===== src/drt_pkg.sv =====
package drt_pkg;

   localparam int MAX_RECTS   = 32;
   localparam int COORD_BITS  = 13;
   localparam int NEAR_DIST   = 8;
   localparam int AREA_FACTOR = 2;

   // Stored coordinates run from 0 to 1 << COORD_BITS inclusive.
   localparam int CW        = COORD_BITS + 1;
   localparam int AW        = 2 * CW + 1;
   localparam int SURF_LIM  = 1 << COORD_BITS;
   localparam int STEP_W    = (MAX_RECTS > 1) ? $clog2(MAX_RECTS) : 1;
   localparam int CNT_W     = $clog2(MAX_RECTS + 1);
   localparam int IDX_IN_W  = 6;
   localparam int CMP_W     = (CNT_W > IDX_IN_W) ? CNT_W : IDX_IN_W;
   localparam int CFG_W     = 14;
   localparam int OUT_W     = 14;
   localparam int OCNT_W    = 6;
   localparam int IN_W      = 16;

   typedef enum logic [2:0] {
      CMD_ADD   = 3'd0,
      CMD_FULL  = 3'd1,
      CMD_RESET = 3'd2,
      CMD_READ  = 3'd3,
      CMD_BBOX  = 3'd4
   } cmd_type;

   localparam logic REG_SURF_W = 1'b0;
   localparam logic REG_SURF_H = 1'b1;

   typedef struct packed {
      logic [CW-1:0] x;
      logic [CW-1:0] y;
      logic [CW-1:0] w;
      logic [CW-1:0] h;
   } rect_type;

   typedef struct packed {
      logic                  hit;
      logic                  fits;
      rect_type              joined;
   } head_result_type;

   typedef struct packed {
      logic [2:0]            command;
      logic signed [IN_W-1:0] rect_x;
      logic signed [IN_W-1:0] rect_y;
      logic signed [IN_W-1:0] rect_w;
      logic signed [IN_W-1:0] rect_h;
      logic [IDX_IN_W-1:0]   entry_index;
   } req_type;

   typedef struct packed {
      logic [OUT_W-1:0]      out_x;
      logic [OUT_W-1:0]      out_y;
      logic [OUT_W-1:0]      out_w;
      logic [OUT_W-1:0]      out_h;
      logic                  entry_valid;
      logic [OCNT_W-1:0]     region_count;
      logic                  region_full;
      logic                  region_empty;
   } rsp_type;

endpackage


===== src/damage_rect_tracker.sv =====
// Channel   | Direction | Handshake          | Payload
// req_      | in        | req_valid/stall    | command, rectangle, entry index
// rsp_      | out       | rsp_valid/stall    | rectangle, entry valid, status
// csr_      | in        | csr_valid/ready    | register index, write data
//
// An add that survives the clamp passes through clamp, area, one ring step per table entry
// and the result load; an add clamped away goes from the clamp straight to the result load.
// A read, and a bounding box outside full-screen mode, step the whole ring before the load.
// All other commands, adds in full-screen mode included, go straight to the result load.
// Reset is synchronous and empties the table at once. A new request is taken while
// a finished result still waits on rsp_stall.
module damage_rect_tracker
   import drt_pkg::*;
(
   input  logic             clock,
   input  logic             reset,
   input  logic             req_valid,
   output logic             req_stall,
   input  req_type          req_data,
   output logic             rsp_valid,
   input  logic             rsp_stall,
   output rsp_type          rsp_data,
   input  logic             csr_valid,
   output logic             csr_ready,
   input  logic             csr_index,
   input  logic [CFG_W-1:0] csr_data
);

   typedef enum logic [2:0] {
      ST_IDLE,
      ST_CLAMP,
      ST_AREA,
      ST_SCAN,
      ST_DONE
   } state_type;

   localparam int SW = IN_W + 2;

   state_type         state_ff;
   logic              rsp_valid_ff;
   rsp_type           rsp_data_ff;
   logic [CNT_W-1:0]  count_ff;
   logic              full_ff;
   logic [CFG_W-1:0]  surf_w_ff, surf_h_ff;
   req_type           req_ff;
   rect_type          newc_ff;
   logic [AW-1:0]     twice_ff;
   rect_type          res_ff;
   logic              evalid_ff;
   logic              merged_ff;
   logic [STEP_W-1:0] step_ff;

   // Surface limits, saturated to the coordinate range.
   logic [CW-1:0] surf_w_dim, surf_h_dim;

   always_comb begin
      surf_w_dim = (int'(surf_w_ff) > SURF_LIM) ? CW'(SURF_LIM) : CW'(surf_w_ff);
      surf_h_dim = (int'(surf_h_ff) > SURF_LIM) ? CW'(SURF_LIM) : CW'(surf_h_ff);
   end

   // Configuration writes land at once; the port never holds off a transfer.
   assign csr_ready = 1'b1;

   always_ff @(posedge clock) begin
      if (reset) begin
         surf_w_ff <= CFG_W'(1920);
         surf_h_ff <= CFG_W'(1080);
      end else if (csr_valid) begin
         case (csr_index)
            REG_SURF_W: surf_w_ff <= csr_data;
            REG_SURF_H: surf_h_ff <= csr_data;
            default: ;
         endcase
      end
   end

   // Clamp of the added rectangle to the surface. Every term is widened to
   // SW signed bits so that no sum can wrap.
   logic signed [SW-1:0] cx0, cy0, cw0, ch0;
   logic signed [SW-1:0] cx1, cy1, cw1, ch1;
   logic signed [SW-1:0] cw2, ch2;
   logic signed [SW-1:0] sw_s, sh_s;
   logic                 clamp_ok;
   rect_type             clipped_box;

   always_comb begin
      cx0  = SW'(req_ff.rect_x);
      cy0  = SW'(req_ff.rect_y);
      cw0  = SW'(req_ff.rect_w);
      ch0  = SW'(req_ff.rect_h);
      sw_s = $signed({{(SW-CW){1'b0}}, surf_w_dim});
      sh_s = $signed({{(SW-CW){1'b0}}, surf_h_dim});

      cx1 = (cx0 < 0) ? '0 : cx0;
      cw1 = (cx0 < 0) ? (cw0 + cx0) : cw0;
      cy1 = (cy0 < 0) ? '0 : cy0;
      ch1 = (cy0 < 0) ? (ch0 + cy0) : ch0;

      cw2 = ((cx1 + cw1) > sw_s) ? (sw_s - cx1) : cw1;
      ch2 = ((cy1 + ch1) > sh_s) ? (sh_s - cy1) : ch1;

      clamp_ok      = (cw2 > 0) && (ch2 > 0);
      clipped_box.x = CW'(cx1);
      clipped_box.y = CW'(cy1);
      clipped_box.w = CW'(cw2);
      clipped_box.h = CW'(ch2);
   end

   // The table is a ring of cells. Cell 0 sits at the merge unit; during a
   // scan every cell takes its upper neighbor, and the last cell takes what
   // the merge unit hands back. After MAX_RECTS steps each entry is home again.
   rect_type        cells [MAX_RECTS];
   rect_type        head;
   rect_type        tail_in;
   rect_type        head_other;
   head_result_type head_res;
   logic            shift_en;
   logic            is_add, is_read, active, merge_now, append_now, last_step;
   logic [CMP_W-1:0] step_c, count_c, index_c;

   assign head     = cells[0];
   assign shift_en = (state_ff == ST_SCAN);

   for (genvar i = 0; i < MAX_RECTS; i++) begin : g_ring
      rect_type nb;
      if (i == MAX_RECTS - 1) begin : g_tail
         assign nb = tail_in;
      end else begin : g_mid
         assign nb = cells[i+1];
      end
      drt_cell u_cell (
         .clock     (clock),
         .shift_en  (shift_en),
         .shift_in  (nb),
         .entry_out (cells[i])
      );
   end

   drt_head u_head (
      .entry      (head),
      .other      (head_other),
      .twice_area (twice_ff),
      .result     (head_res)
   );

   always_comb begin
      is_add     = (req_ff.command == CMD_ADD);
      is_read    = (req_ff.command == CMD_READ);
      step_c     = CMP_W'(step_ff);
      count_c    = CMP_W'(count_ff);
      index_c    = CMP_W'(req_ff.entry_index);
      active     = step_c < count_c;
      last_step  = (step_ff == STEP_W'(MAX_RECTS - 1));
      // An add compares against the new rectangle; a bounding box folds the
      // passing entry into the running union.
      head_other = is_add ? newc_ff : res_ff;
      merge_now  = is_add && active && !merged_ff && head_res.hit && head_res.fits;
      // The cell at the fill level holds nothing yet, so an append simply
      // puts the new rectangle there as it passes.
      append_now = is_add && !merged_ff && (step_c == count_c);
      if (append_now) begin
         tail_in = newc_ff;
      end else if (merge_now) begin
         tail_in = head_res.joined;
      end else begin
         tail_in = head;
      end
   end

   assign req_stall = (state_ff != ST_IDLE);

   always_ff @(posedge clock) begin
      if (reset) begin
         state_ff     <= ST_IDLE;
         rsp_valid_ff <= 1'b0;
         count_ff     <= '0;
         full_ff      <= 1'b0;
         merged_ff    <= 1'b0;
         step_ff      <= '0;
      end else begin
         // In ST_DONE a result that leaves is replaced on the same edge.
         if (rsp_valid_ff && !rsp_stall && (state_ff != ST_DONE)) begin
            rsp_valid_ff <= 1'b0;
         end
         case (state_ff)
            ST_IDLE: begin
               if (req_valid) begin
                  req_ff    <= req_data;
                  evalid_ff <= 1'b0;
                  merged_ff <= 1'b0;
                  step_ff   <= '0;
                  // A bounding box in full-screen mode is the whole surface.
                  if (req_data.command == CMD_BBOX && full_ff) begin
                     res_ff <= '{x: '0, y: '0, w: surf_w_dim, h: surf_h_dim};
                  end else begin
                     res_ff <= '0;
                  end
                  case (req_data.command)
                     CMD_ADD: begin
                        state_ff <= full_ff ? ST_DONE : ST_CLAMP;
                     end
                     CMD_FULL: begin
                        full_ff  <= 1'b1;
                        count_ff <= '0;
                        state_ff <= ST_DONE;
                     end
                     CMD_RESET: begin
                        full_ff  <= 1'b0;
                        count_ff <= '0;
                        state_ff <= ST_DONE;
                     end
                     CMD_READ: begin
                        state_ff <= ST_SCAN;
                     end
                     CMD_BBOX: begin
                        state_ff <= full_ff ? ST_DONE : ST_SCAN;
                     end
                     default: begin
                        state_ff <= ST_DONE;
                     end
                  endcase
               end
            end
            ST_CLAMP: begin
               newc_ff  <= clipped_box;
               state_ff <= clamp_ok ? ST_AREA : ST_DONE;
            end
            ST_AREA: begin
               twice_ff <= AW'(AREA_FACTOR) * (AW'(newc_ff.w) * AW'(newc_ff.h));
               state_ff <= ST_SCAN;
            end
            ST_SCAN: begin
               step_ff <= step_ff + 1'b1;
               if (merge_now) begin
                  merged_ff <= 1'b1;
               end
               if (is_read && (step_c == index_c) && (index_c < count_c)) begin
                  res_ff    <= head;
                  evalid_ff <= 1'b1;
               end
               if (req_ff.command == CMD_BBOX && active) begin
                  res_ff <= (step_ff == '0) ? head : head_res.joined;
               end
               if (last_step) begin
                  state_ff <= ST_DONE;
                  if (is_add && !merged_ff && !merge_now) begin
                     if (count_ff >= CNT_W'(MAX_RECTS)) begin
                        full_ff  <= 1'b1;
                        count_ff <= '0;
                     end else begin
                        count_ff <= count_ff + 1'b1;
                     end
                  end
               end
            end
            ST_DONE: begin
               if (!rsp_valid_ff || !rsp_stall) begin
                  rsp_data_ff.out_x        <= OUT_W'(res_ff.x);
                  rsp_data_ff.out_y        <= OUT_W'(res_ff.y);
                  rsp_data_ff.out_w        <= OUT_W'(res_ff.w);
                  rsp_data_ff.out_h        <= OUT_W'(res_ff.h);
                  rsp_data_ff.entry_valid  <= evalid_ff;
                  rsp_data_ff.region_count <= OCNT_W'(count_ff);
                  rsp_data_ff.region_full  <= full_ff;
                  rsp_data_ff.region_empty <= !full_ff && (count_ff == '0);
                  rsp_valid_ff             <= 1'b1;
                  state_ff                 <= ST_IDLE;
               end
            end
            default: begin
               state_ff <= ST_IDLE;
            end
         endcase
      end
   end

   assign rsp_valid = rsp_valid_ff;
   assign rsp_data  = rsp_data_ff;

`ifndef SYNTHESIS
   // Full-screen mode never keeps a rectangle count.
   a_full_empty: assert property (@(posedge clock) disable iff (reset)
      full_ff |-> (count_ff == '0))
      else $error("rectangle count nonzero in full-screen mode");

   // The fill level never passes the table depth.
   a_count_max: assert property (@(posedge clock) disable iff (reset)
      count_ff <= CNT_W'(MAX_RECTS))
      else $error("rectangle count above table depth");

   // A request transfer always starts work that holds off the next one.
   a_busy_after_take: assert property (@(posedge clock) disable iff (reset)
      (req_valid && !req_stall) |=> req_stall)
      else $error("request taken without entering a busy state");
`endif

endmodule


===== src/drt_cell.sv =====
module drt_cell
   import drt_pkg::*;
(
   input  logic     clock,
   input  logic     shift_en,
   input  rect_type shift_in,
   output rect_type entry_out
);

   // One table entry; it takes its neighbor's entry on every ring step.
   rect_type entry_ff;
   rect_type entry_in;

   always_comb begin
      entry_in = shift_en ? shift_in : entry_ff;
   end

   always_ff @(posedge clock) begin
      entry_ff <= entry_in;
   end

   assign entry_out = entry_ff;

endmodule


===== src/drt_head.sv =====
module drt_head
   import drt_pkg::*;
(
   input  rect_type        entry,
   input  rect_type        other,
   input  logic [AW-1:0]   twice_area,
   output head_result_type result
);

   logic [CW:0]   ex2, ey2, ox2, oy2;
   logic [CW:0]   ux2, uy2;
   logic [CW-1:0] ux, uy;
   logic [CW-1:0] dx, dy;
   logic          overlap, near;
   logic [AW-1:0] u_area, e_area;
   rect_type      joined;

   always_comb begin
      ex2 = {1'b0, entry.x} + {1'b0, entry.w};
      ey2 = {1'b0, entry.y} + {1'b0, entry.h};
      ox2 = {1'b0, other.x} + {1'b0, other.w};
      oy2 = {1'b0, other.y} + {1'b0, other.h};

      overlap = ({1'b0, entry.x} < ox2) && (ex2 > {1'b0, other.x}) &&
                ({1'b0, entry.y} < oy2) && (ey2 > {1'b0, other.y});

      dx   = (entry.x >= other.x) ? (entry.x - other.x) : (other.x - entry.x);
      dy   = (entry.y >= other.y) ? (entry.y - other.y) : (other.y - entry.y);
      near = (dx < CW'(NEAR_DIST)) && (dy < CW'(NEAR_DIST));

      ux  = (entry.x < other.x) ? entry.x : other.x;
      uy  = (entry.y < other.y) ? entry.y : other.y;
      ux2 = (ex2 > ox2) ? ex2 : ox2;
      uy2 = (ey2 > oy2) ? ey2 : oy2;

      joined.x = ux;
      joined.y = uy;
      joined.w = CW'(ux2 - {1'b0, ux});
      joined.h = CW'(uy2 - {1'b0, uy});

      u_area = AW'(joined.w) * AW'(joined.h);
      e_area = AW'(entry.w) * AW'(entry.h);

      result.hit    = overlap || near;
      result.fits   = u_area <= (e_area + twice_area);
      result.joined = joined;
   end

endmodule


===== config.mk =====
export PLATFORM = sky130hd
export DESIGN_NAME = damage_rect_tracker
export DESIGN_NICKNAME = d
export VERILOG_FILES = /design/src/drt_pkg.sv /design/src/damage_rect_tracker.sv /design/src/drt_cell.sv /design/src/drt_head.sv
export SDC_FILE = /design/constraint.sdc
export NUM_CORES = 2
export LEC_CHECK = 0
export ABC_AREA = 1
export BUFFER_PORTS_ARGS = -buffer_cell sky130_fd_sc_hd__buf_2
export CELL_PAD_IN_SITES_DETAIL_PLACEMENT = 2
export CELL_PAD_IN_SITES_GLOBAL_PLACEMENT = 2
export CORE_MARGIN = 1.5
export CORE_UTILIZATION = 45
export CTS_BUF_LIST = sky130_fd_sc_hd__clkbuf_16
export CTS_CLUSTER_SIZE = 8
export DETAILED_ROUTE_END_ITERATION = 7
export PLACE_DENSITY_LB_ADDON = 0.1
export SLEW_MARGIN = 10
export SYNTH_ARGS = -nofsm -noshare
export SYNTH_HDL_FRONTEND = slang
export SYNTH_HIERARCHICAL = 1
export SYNTH_SLANG_ARGS = --single-unit

===== constraint.sdc =====
create_clock -name clock -period 93.7 [get_ports clock]
set_input_delay 14.055 -clock clock [delete_from_list [all_inputs] [get_ports clock]]
set_output_delay 14.055 -clock clock [all_outputs]
set_load 0.02 [all_outputs]

==> results of run 1 <==
Yosys cell counts (all sizes together) (4+ instances only):
library cell  number
a211oi            13
xor2             143
edfxtp          2071
inv             1300
or2               20
and2               4
o31ai              5
o21bai            21
nor3b              5
dfxtp             45
o2111ai            9
a21o              23
a31oi             38
o211ai            65
xnor2             99
nand3b            13
nand3            167
nor2             333
fa               463
a21oi            383
nor3              31
clkinv            13
o21ai            366
ha               648
o21a               9
o22ai             28
nand4             66
nor4              16
o221ai             8
buf               26
nand2           1643
a21boi            11
a221oi             5
clkbuf           151
per-stage QoR:
stage	setup slack, ns	cell area, um^2
after detailed placement	75.65	108000
after floorplan	34.01	103000
after global placement	77.05	108000
kinds of logic after synthesis:
| logic type | count (synthesis) | synth area share |
|---|---|---|
| AO/OA/AOI/OAI | 996 | 0.0545 |
| other | 2 | 0.0000727 |
| AND/OR/NAND/NOR | 2299 | 0.0908 |
| flip-flops | 2116 | 0.611 |
| buffers and inverters | 1490 | 0.0546 |
| XOR/XNOR | 242 | 0.0206 |
| adder cells (fa/ha/maj) | 1111 | 0.168 |
==> results.cfg, run 1 <==
[synth]
synth_fp_nets = 9460
synth.avg_cell_area_um2 = 12.5
yosys_warnings = 6
synth_top_area_cell = edfxtp_1
synth_edf_count = 2071
yosysTopAreaCellShare = 0.602
synthDistinctLibCells = 68
synth_cells = 8256
ys_seq_area_frac = 0.611
async_flop_share = 0
syn_area_um2 = 103000
synth_ff_type = edfxtp_1
ys_ff_latch = 2116
synth_area_leaders = edfxtp_1, fa_1, ha_1

[run_status]
haltStage = clock tree synthesis (4_1_cts)
firstError = [ERROR DPL-0033] detailed placement checks failed during check placement.
run_status = aborted with a tool error

[die]
fp.dieH_um = 482
die_x_um = 482
start_util = 0.453
io_pins = 161
num_rows = 175

[cts]
cts_hold_buf = 0
htreeDepth = 5
cts_buffers = 316
post_cts_buffers = 0
cts_resized = 0
clk_path_buf_depth = 4
cts_root_buf = clkbuf_16
clock-sinks = 2116

[place]
dpl.hpwl_mm = 321
globalplace.congestion = 0.913
placedCellCount = 11300
portBuffers = 159
==> run 2, diff against run 1 <==
--- a/config.mk
+++ b/config.mk
@@ -7,14 +7,10 @@
 export LEC_CHECK = 0
 export ABC_AREA = 1
 export BUFFER_PORTS_ARGS = -buffer_cell sky130_fd_sc_hd__buf_2
-export CELL_PAD_IN_SITES_DETAIL_PLACEMENT = 2
-export CELL_PAD_IN_SITES_GLOBAL_PLACEMENT = 2
 export CORE_MARGIN = 1.5
-export CORE_UTILIZATION = 45
-export CTS_BUF_LIST = sky130_fd_sc_hd__clkbuf_16
-export CTS_CLUSTER_SIZE = 8
+export CORE_UTILIZATION = 30
 export DETAILED_ROUTE_END_ITERATION = 7
-export PLACE_DENSITY_LB_ADDON = 0.1
+export PLACE_DENSITY_LB_ADDON = 0.15
 export SLEW_MARGIN = 10
 export SYNTH_ARGS = -nofsm -noshare
 export SYNTH_HDL_FRONTEND = slang
==> run 2 against run 1 <==
Against the previous run:
- the run now ends clean
- synthesized cell count did not move
- area after synthesis did not move
==> results.cfg, run 2 <==
[drt]
postRouteAntennaNets = 0
met1Wirelength_mm = 126
drt_iter0_markers = 4593
met3_length_mm = 13.2
vias_per_cell = 4.57
post_drt_wl_per_cell_um = 20.2
highest_layer = met4
dr.pass1.iters = 7
route.detailed.drc = 0
wirelength_mm = 269
via_count = 60900
wl_met2_mm = 120

[place]
place_ws_ns = 76.49
globalplace.congestion = 0.890
portBuffers = 159
dpl.hpwl_mm = 196

[synth]
synth_ff_type = edfxtp_1
synth_cells = 8256
synth_area_leaders = edfxtp_1, fa_1, ha_1
synth_fp_nets = 9460
ys_seq_area_frac = 0.611
async_flop_share = 0
synthTopCellsByCount = edfxtp_1, nand2_1, inv_1
ys_ff_latch = 2116
synth_top_area_cell = edfxtp_1
synth.most_common_cell = edfxtp_1
synthDistinctLibCells = 68
yosys_warnings = 6
synth.avg_cell_area_um2 = 12.5
syn_area_um2 = 103000
synth_edf_count = 2071
yosysTopAreaCellShare = 0.602

[cts]
clk_latency_ns = 0.95
clk_pin_slew_worst_paths_ns = 0.06
cts_hold_buf = 0
cts_root_buf = clkbuf_16
clk_path_buf_depth = 4
clock-sinks = 2116
cts_resized = 0
cts_buffers = 233
cts_tree = done
post_cts_buffers = 0
htreeDepth = 4

[global_route]
grt_usage = 0.154
antenna_found_initial = 17
overflow = 0
grt_pass1_wl_mm = 400
grt_pass1_vias = 60700
grt_max_degree = 180

[timing]
period_minus_slack_ns = 16.37
tns_ns = 0
timing.final.crit_share = 0.175
final_hold_viol_count = 0
fin_skew_ns = 0.126
setup_viol = 0
clock.fmax_mhz = 61.1
worst_pin_slew_ns = 1.23
setup_ws_ns = 77.33
rsz0062_at_grt = false
maxSlewHeadroom = 0.176
whs_ns = 0.350
report.final.slew_viol_count = 0

[layout]
layout_common_cells = edfxtp_1, nand2_1, inv_1
drive_gt1_frac = 0.0772
mostFrequentLayoutCell = edfxtp_1
largest_reg_flops = 1792
area_delta_synth_final_pct = 13.8
fillers = 33900
final_nets = 9770

[critical_path]
cp_max_fo = 64
reg2regPathDepth = 70
worst-endpoint-required_ns = 94.33
critPathMaxStageDelay_ns = 0.65
rrSetupSlack_ns = 77.33
crit-reg2reg-launch = req_ff[70]
critPathSlowestCell = xor2_2
critPathKind = reg2reg
start_kind = flop
worstReg2RegEnd = g_ring[31].u_cell/entry_out[5]
arrival_ns = 17.00
cp_common_cell = nand2_1
end_kind = flop

[die]
die_area_um2 = 348000
core_area_um2 = 343000
start_util = 0.301
die_x_um = 590
io_pins = 161
fp.dieH_um = 590
num_rows = 215

[min_path]
min_to = g_ring[6].u_cell/entry_out[1]
hold_path_startpoint = g_ring[7].u_cell/entry_out[1]
min_path_cells = 0
hold_path.class = reg2reg

[run_status]
run_status = finished, final reports clean

[run]
drv_cap = 0
-- run 2: cell counts after synthesis --
Identical to the previous run, type by type.
-- run 2: layout make-up --
type	instances	area [um^2]	area share
Sequential cell	2116	63100	0.537
Multi-Input combinational cell	4650	34600	0.294
Clock buffer	276	5990	0.0510
Tap cell	4557	5700	0.0485
Inverter	1313	4930	0.0420
Clock inverter	146	1570	0.0133
Timing Repair Buffer	252	1560	0.0133
Antenna cell	12	30.0	0.000256
-- run 2: metal layers --
metal / up-vias / track usage
met5: - / 0
met4: 0 / 0.0516
met3: 351 / 0.0231
met2: 1418 / 0.238
met1: 30500 / 0.220
li1: 28600 / -
-- run 2: cell families after synthesis --
logic type / Yosys count / share of synthesized area
AO/OA/AOI/OAI: 996 / 0.0545
adder cells (fa/ha/maj): 1111 / 0.168
flip-flops: 2116 / 0.611
AND/OR/NAND/NOR: 2299 / 0.0908
XOR/XNOR: 242 / 0.0206
buffers and inverters: 1490 / 0.0546
other: 2 / 0.0000727
-- run 2: metrics by stage --
stage / cells / util / area (um^2)
after floorplan: 8256 / - / 103000
after global placement: 12900 / 0.321 / 110000
after detailed placement: 12900 / 0.321 / 110000
after CTS: 13300 / 0.343 / 117000
after global routing: 13300 / 0.343 / 117000
final: 13300 / 0.343 / 117000
-- run 2: critical path: cells and delay by family, from the launching register on --
family                   cells  cell delay, ns
AO/OA/AOI/OAI               14            3.66
XOR/XNOR                     3            0.98
adder cells (fa/ha/maj)     11            4.56
buffers and inverters       11            2.36
flip-flops                   1            0.37
AND/OR/NAND/NOR             31            3.96
-- run 2: worst max-delay path by stage --
stage,startpoint,to,depth (start not counted),slack [ns]
after CTS,state_ff[2],req_stall,5,77.46
final,req_ff[70],g_ring[31].u_cell/entry_out[5],70,77.33
after global placement,reset,rsp_data[60],5,76.58
after floorplan,state_ff[1],evalid_ff,4,34.01
after global routing,req_ff[70],g_ring[31].u_cell/entry_out[5],70,75.90
after detailed placement,reset,rsp_data[62],5,76.49
Power of run 2 is left out: the tool's default activity adds up to more than one toggle a clock period on the data nets, which glitch-free logic cannot reach.
